==> src/rtl/core/swmm_pkg.sv <==
// Shared types and constants for the sliding window min/max unit.
// No dependencies; imported by every module of the block.
`default_nettype none
package swmm_pkg;

    localparam int WINDOW_MAX = 64;
    localparam int DATA_W     = 32;
    localparam int CNT_W      = $clog2(WINDOW_MAX + 1);

    localparam logic signed [DATA_W-1:0] DATA_POS_MAX = {1'b0, {(DATA_W-1){1'b1}}};
    localparam logic signed [DATA_W-1:0] DATA_NEG_MIN = {1'b1, {(DATA_W-1){1'b0}}};

    typedef struct packed {
        logic                     vld;
        logic signed [DATA_W-1:0] min;
        logic signed [DATA_W-1:0] max;
    } t_token;

    typedef struct packed {
        logic shift;    // sample chain moves one place
        logic advance;  // token chain moves one place
    } t_ctrl;

endpackage
`default_nettype wire

==> src/rtl/core/swmm_cell.sv <==
// One chain cell: holds one window sample and folds it into the passing token.
// Depends on swmm_pkg.
`default_nettype none
module swmm_cell
    import swmm_pkg::*;
(
    input  wire logic                     i_clk,
    input  wire logic                     i_rst_n,
    input  wire t_ctrl                    i_ctl,
    input  wire logic                     i_en,
    input  wire logic signed [DATA_W-1:0] i_sample,
    output logic signed [DATA_W-1:0]      o_sample,
    input  wire t_token                   i_tok,
    output t_token                        o_tok
);

    logic signed [DATA_W-1:0] r_sample;
    t_token                   r_tok;
    t_token                   n_tok;

    always_ff @(posedge i_clk) begin
        if (i_ctl.shift) begin
            r_sample <= i_sample;
        end
    end

    always_comb begin
        n_tok = i_tok;
        if (i_en && (r_sample < i_tok.min)) begin
            n_tok.min = r_sample;
        end
        if (i_en && (r_sample > i_tok.max)) begin
            n_tok.max = r_sample;
        end
    end

    always_ff @(posedge i_clk) begin
        if (!i_rst_n) begin
            r_tok.vld <= 1'b0;
        end else if (i_ctl.advance) begin
            r_tok.vld <= n_tok.vld;
        end
    end

    always_ff @(posedge i_clk) begin
        if (i_ctl.advance) begin
            r_tok.min <= n_tok.min;
            r_tok.max <= n_tok.max;
        end
    end

    assign o_sample = r_sample;
    assign o_tok    = r_tok;

endmodule
`default_nettype wire

==> config.mk <==
export PLATFORM = sky130hd
export DESIGN_NAME = swmm_cell
export DESIGN_NICKNAME = d
export VERILOG_FILES = /design/src/rtl/core/swmm_pkg.sv /design/src/rtl/core/swmm_cell.sv
export SDC_FILE = /design/constraint.sdc
export NUM_CORES = 1
export LEC_CHECK = 0
export ABC_AREA = 1
export BUFFER_PORTS_ARGS = -buffer_cell sky130_fd_sc_hd__buf_2
export CORE_MARGIN = 2
export CORE_UTILIZATION = 46
export CTS_CLUSTER_SIZE = 8
export DETAILED_ROUTE_END_ITERATION = 8
export PLACE_DENSITY = 0.84
export SKIP_LAST_GASP = 1
export SLEW_MARGIN = 20
export SYNTH_ARGS = -nofsm -noshare
export SYNTH_HDL_FRONTEND = slang
export SYNTH_SLANG_ARGS = --single-unit
==> constraint.sdc <==
create_clock -name i_clk -period 2.27 [get_ports i_clk]
set_input_delay 0 -clock i_clk [delete_from_list [all_inputs] [get_ports i_clk]]
set_output_delay 0 -clock i_clk [all_outputs]
set_load 0.02 [all_outputs]
==> results.py <==
metrics = {
    "timing": {
        "tightest_slew_ns": 0.908,
        "post-route-period-util_pct": 107,
        "max_freq_mhz": 412,
        "worst_slack_ns": -0.160,
        "timing.max_slew.rel_slack_pct": 39.5,
        "final_hold_slack_ns": 0.199,
        "period_minus_slack_ns": 2.43,
        "rsz0062_at_grt": "yes",
        "endpoints_failing_hold": 0,
        "final.setup_skew_ns": 0.00740,
        "timing.final.max_slew_violations": 0,
        "setup_viol": 64,
    },
    "drt": {
        "vias_per_cell": 5.59,
        "wl_per_cell_um": 19.2,
        "metal2_wl_um": 10400,
        "highest_layer": "met4",
        "via_count": 6152,
        "totalWireLength_um": 21100,
        "route.met3.wl_um": 1930,
        "drt_iter0_drc": 714,
        "ant_nets": 0,
        "drc": 0,
        "detailedRoute.firstPassIterationCount": 6,
        "m1WireLength_um": 7440,
    },
    "cts": {
        "ctsRootBufferMaster": "clkbuf_16",
        "tritoncts": "done",
        "clock-sinks": 97,
        "clock_latency_at_the_later_pin_of_the_worst_skew_pair_ns": 0.34,
        "clk_slew_on_worst_s_h_paths_ns": 0.07,
        "cts_max_path_buffers": 2,
        "h_tree_level_count": 3,
        "cts_made_buffers": 9,
    },
    "final_layout": {
        "utilization_pct": 74.9,
        "multi_input_logic_area_mm2": 0.00263,
        "syn2layout_area_growth_pct": 59.6,
        "layout.filler_cells": 702,
        "nNetsFinal": 1112,
        "register_area_mm2": 0.00290,
        "fin_cells": 1100,
        "post_route_cells_drive_above_1_share_pct": 35.9,
    },
    "global_route": {
        "global_route.usage.total_pct": 29.7,
        "antenna_found_initial": 1,
        "grt_pass1_vias": 6179,
        "grt_first_pass_wirelength_um": 29700,
        "grt_max_degree": 67,
        "gr-total-overflow": 0,
    },
    "pwr": {
        "clock_power_share_pct": 26.9,
        "switching_power_mw": 1.85,
        "worst_ir_drop_vdd_mv": 0.443,
        "power.sequential.fraction_pct": 40.2,
        "power.combinational.fraction_pct": 32.9,
        "total_leakage_power_nw": 4.46,
        "internal_power_mw": 3.82,
        "totalPowerFinal_mw": 5.66,
        "power_switching_share_pct": 32.6,
        "power_per_cell_area_mw_per_mm2": 632,
    },
    "critical_path": {
        "cp.required_ns": 2.37,
        "crit_path_cell_chain": "ha_1 -> nand2_2 -> nor2_4 -> nand2_2 -> nor4b_4 -> nand2_2 -> nand2_2 -> nand2_4 -> buf_6 -> nand4_1 -> nand2_1",
        "crit_path_max_fanout": 20,
        "end_kind": "register",
        "timing.critical_path.slowest_stage_cell": "edfxtp_1",
        "crit_top_cell": "nand2_2",
        "arrival_ns": 2.53,
        "timing.setup.critical_path_class": "register to register",
        "reg2reg_setup_slack_ns": -0.16,
        "critical_path.max_stage_delay_ns": 0.44,
        "critical_path.startpoint_type": "register",
    },
    "floorplan": {
        "chipHeight_um": 115,
        "core-area_mm2": 0.0120,
        "fp.dieArea_mm2": 0.0131,
        "design.portCount": 199,
        "initial_core_util_pct": 47.0,
        "die_w_um": 115,
        "floorplan.rows": 40,
    },
    "yosys": {
        "post_synth_instance_area_mm2": 0.00562,
        "yosys-top-cells-area": "edfxtp_1, ha_1, nand2_1, nand4_1, inv_1",
        "synth_adder_area_share_pct": 14.0,
        "synth-async-reset-ratio_pct": 0,
        "synth_edf_count": 96,
        "post_synth_xor_area_fraction_pct": 0,
        "seq_area_frac_synth_pct": 51.7,
        "synth_top_area_share_pct": 51.3,
        "synth_top_family_by_area": "simple AND/OR/NAND/NOR gates",
        "dominantRegCellSynth": "edfxtp_1",
        "yosys_register_bits": 97,
        "synth_area_per_cell_um2": 9.54,
        "synth_top_area_cell": "edfxtp_1",
        "synth_cells": 589,
        "yosys-mux-area-fraction_pct": 0,
        "syn_nets": 754,
        "netlist_top_cells_count": "nand2_1, edfxtp_1, inv_1",
        "synth_compound_area_share_pct": 4.23,
        "yosysWarnings": 0,
        "synth_most_common_cell": "nand2_1",
        "post_synth_and_or_nand_nor_area_fraction_pct": 22.6,
        "post_synth_num_cell_types": 22,
    },
    "min_path": {
        "min-delay-path-class": "input pin to register",
    },
    "placement": {
        "port_buffers": 198,
        "place.detailed.hpwl_um": 12000,
        "placed_cells_incl_taps": 958,
        "place.gp.congestion": 0.830,
    },
    "run_status": {
        "failed_checks": "negative setup slack",
        "run_status": "finished with violations",
    },
    "job": {
        "maxCapViolCount": 0,
    },
}
==> cells by family after synthesis <==
group | after synthesis
adders and majority gates | 63
DFF | 97
and+or+nand+nor | 280
AOI/OAI and AO/OA | 46
buffers and inverters | 103
==> path summary, 6_finish.rpt <==
path,to,from,cells past startpoint
max,o_tok[11],o_sample[29],11
min,o_tok[32],i_ctl[0],2
max reg2reg,o_tok[11],o_sample[29],11
min reg2reg,o_tok[0],o_sample[0],2
==> per-layer routing <==
metal	GRT usage [%]	vias up
met3	4.87	133
li1	-	2750
met2	51.5	456
met4	18.7	0
met5	0	-
met1	34.0	2813
==> flip-flops by register name (all words and copies together) (netlist names) <==
register / flops
o_tok: 65
o_sample: 32
==> critical path: cells and delay by family (launching register included) <==
kind	cells	cell delay, ns
and+or+nand+nor	9	1.18
DFF	1	0.44
adders and majority gates	1	0.36
buffers and inverters	1	0.19
==> layout make-up <==
type	count	share of cell area [%]
flip-flops and latches	97	32.4
inverters	78	3.27
clock inverters	7	0.670
repair buffers	372	29.7
clock buffers	9	2.51
diodes	1	0.0279
well taps	147	2.05
multi-input cells	389	29.4
==> through the flow <==
step	area, um^2	worst slack [ns]	setup TNS [ns]
after floorplan	5630	0.0290	0
after global placement	7090	-0.135	-3.74
after detailed placement	7090	-0.223	-7.13
after CTS	8510	-0.0497	-0.697
after global routing	8960	-0.282	-12.57
final	8960	-0.160	-6.30
==> placed cells by master, fill, tap and decap left out, types with 2 or more instances in the layout <==
cell type      synthesis  routed
ha_1                  63      51
nor3_2                 0       2
nand2_2                1      18
o21a_1                 2       2
clkinv_2               0       2
nor2_4                 0       2
nand3_1                6       3
nand3_4                1       4
dlygate4sd3_1          0      98
inv_1                 78      78
a21oi_1               33      23
ha_4                   0      12
o21ai_0               10       6
nor2_1                15      11
clkinv_1               0       3
buf_12                 0       3
nand2_1              184     166
buf_4                  0      60
clkbuf_16              0      11
a21oi_2                0       9
o21ai_1                0       4
buf_2                  9     198
edfxtp_1              96      96
buf_6                  3       9
nor2_2                 0       2
buf_8                  0       2
nand4_1               66      66
==> timing repair <==
| action | CTS | global route |
|---|---|---|
| pin swaps | 2 | 13 |
| endpoints found under the setup margin | 64 | 64 |
| hold endpoints to repair | 97 | 0 |
| buffers inserted | 8 | 17 |
| gates resized for setup | 19 | 56 |
| hold buffers | 98 | 0 |
| gates cloned | 1 | 2 |
==> power groups by stage <==
stage	Sequential (mW)	Combinational [mW]	Clock, mW
2_1_floorplan	2.53	0.572	0
3_3_place_gp	2.31	1.36	0
3_5_place_dp	2.31	1.40	0
4_1_cts	2.27	1.60	1.53
5_1_grt	2.29	1.99	1.60
6_report	2.27	1.87	1.52
Note: power is estimated with default switching activity, not from simulation.
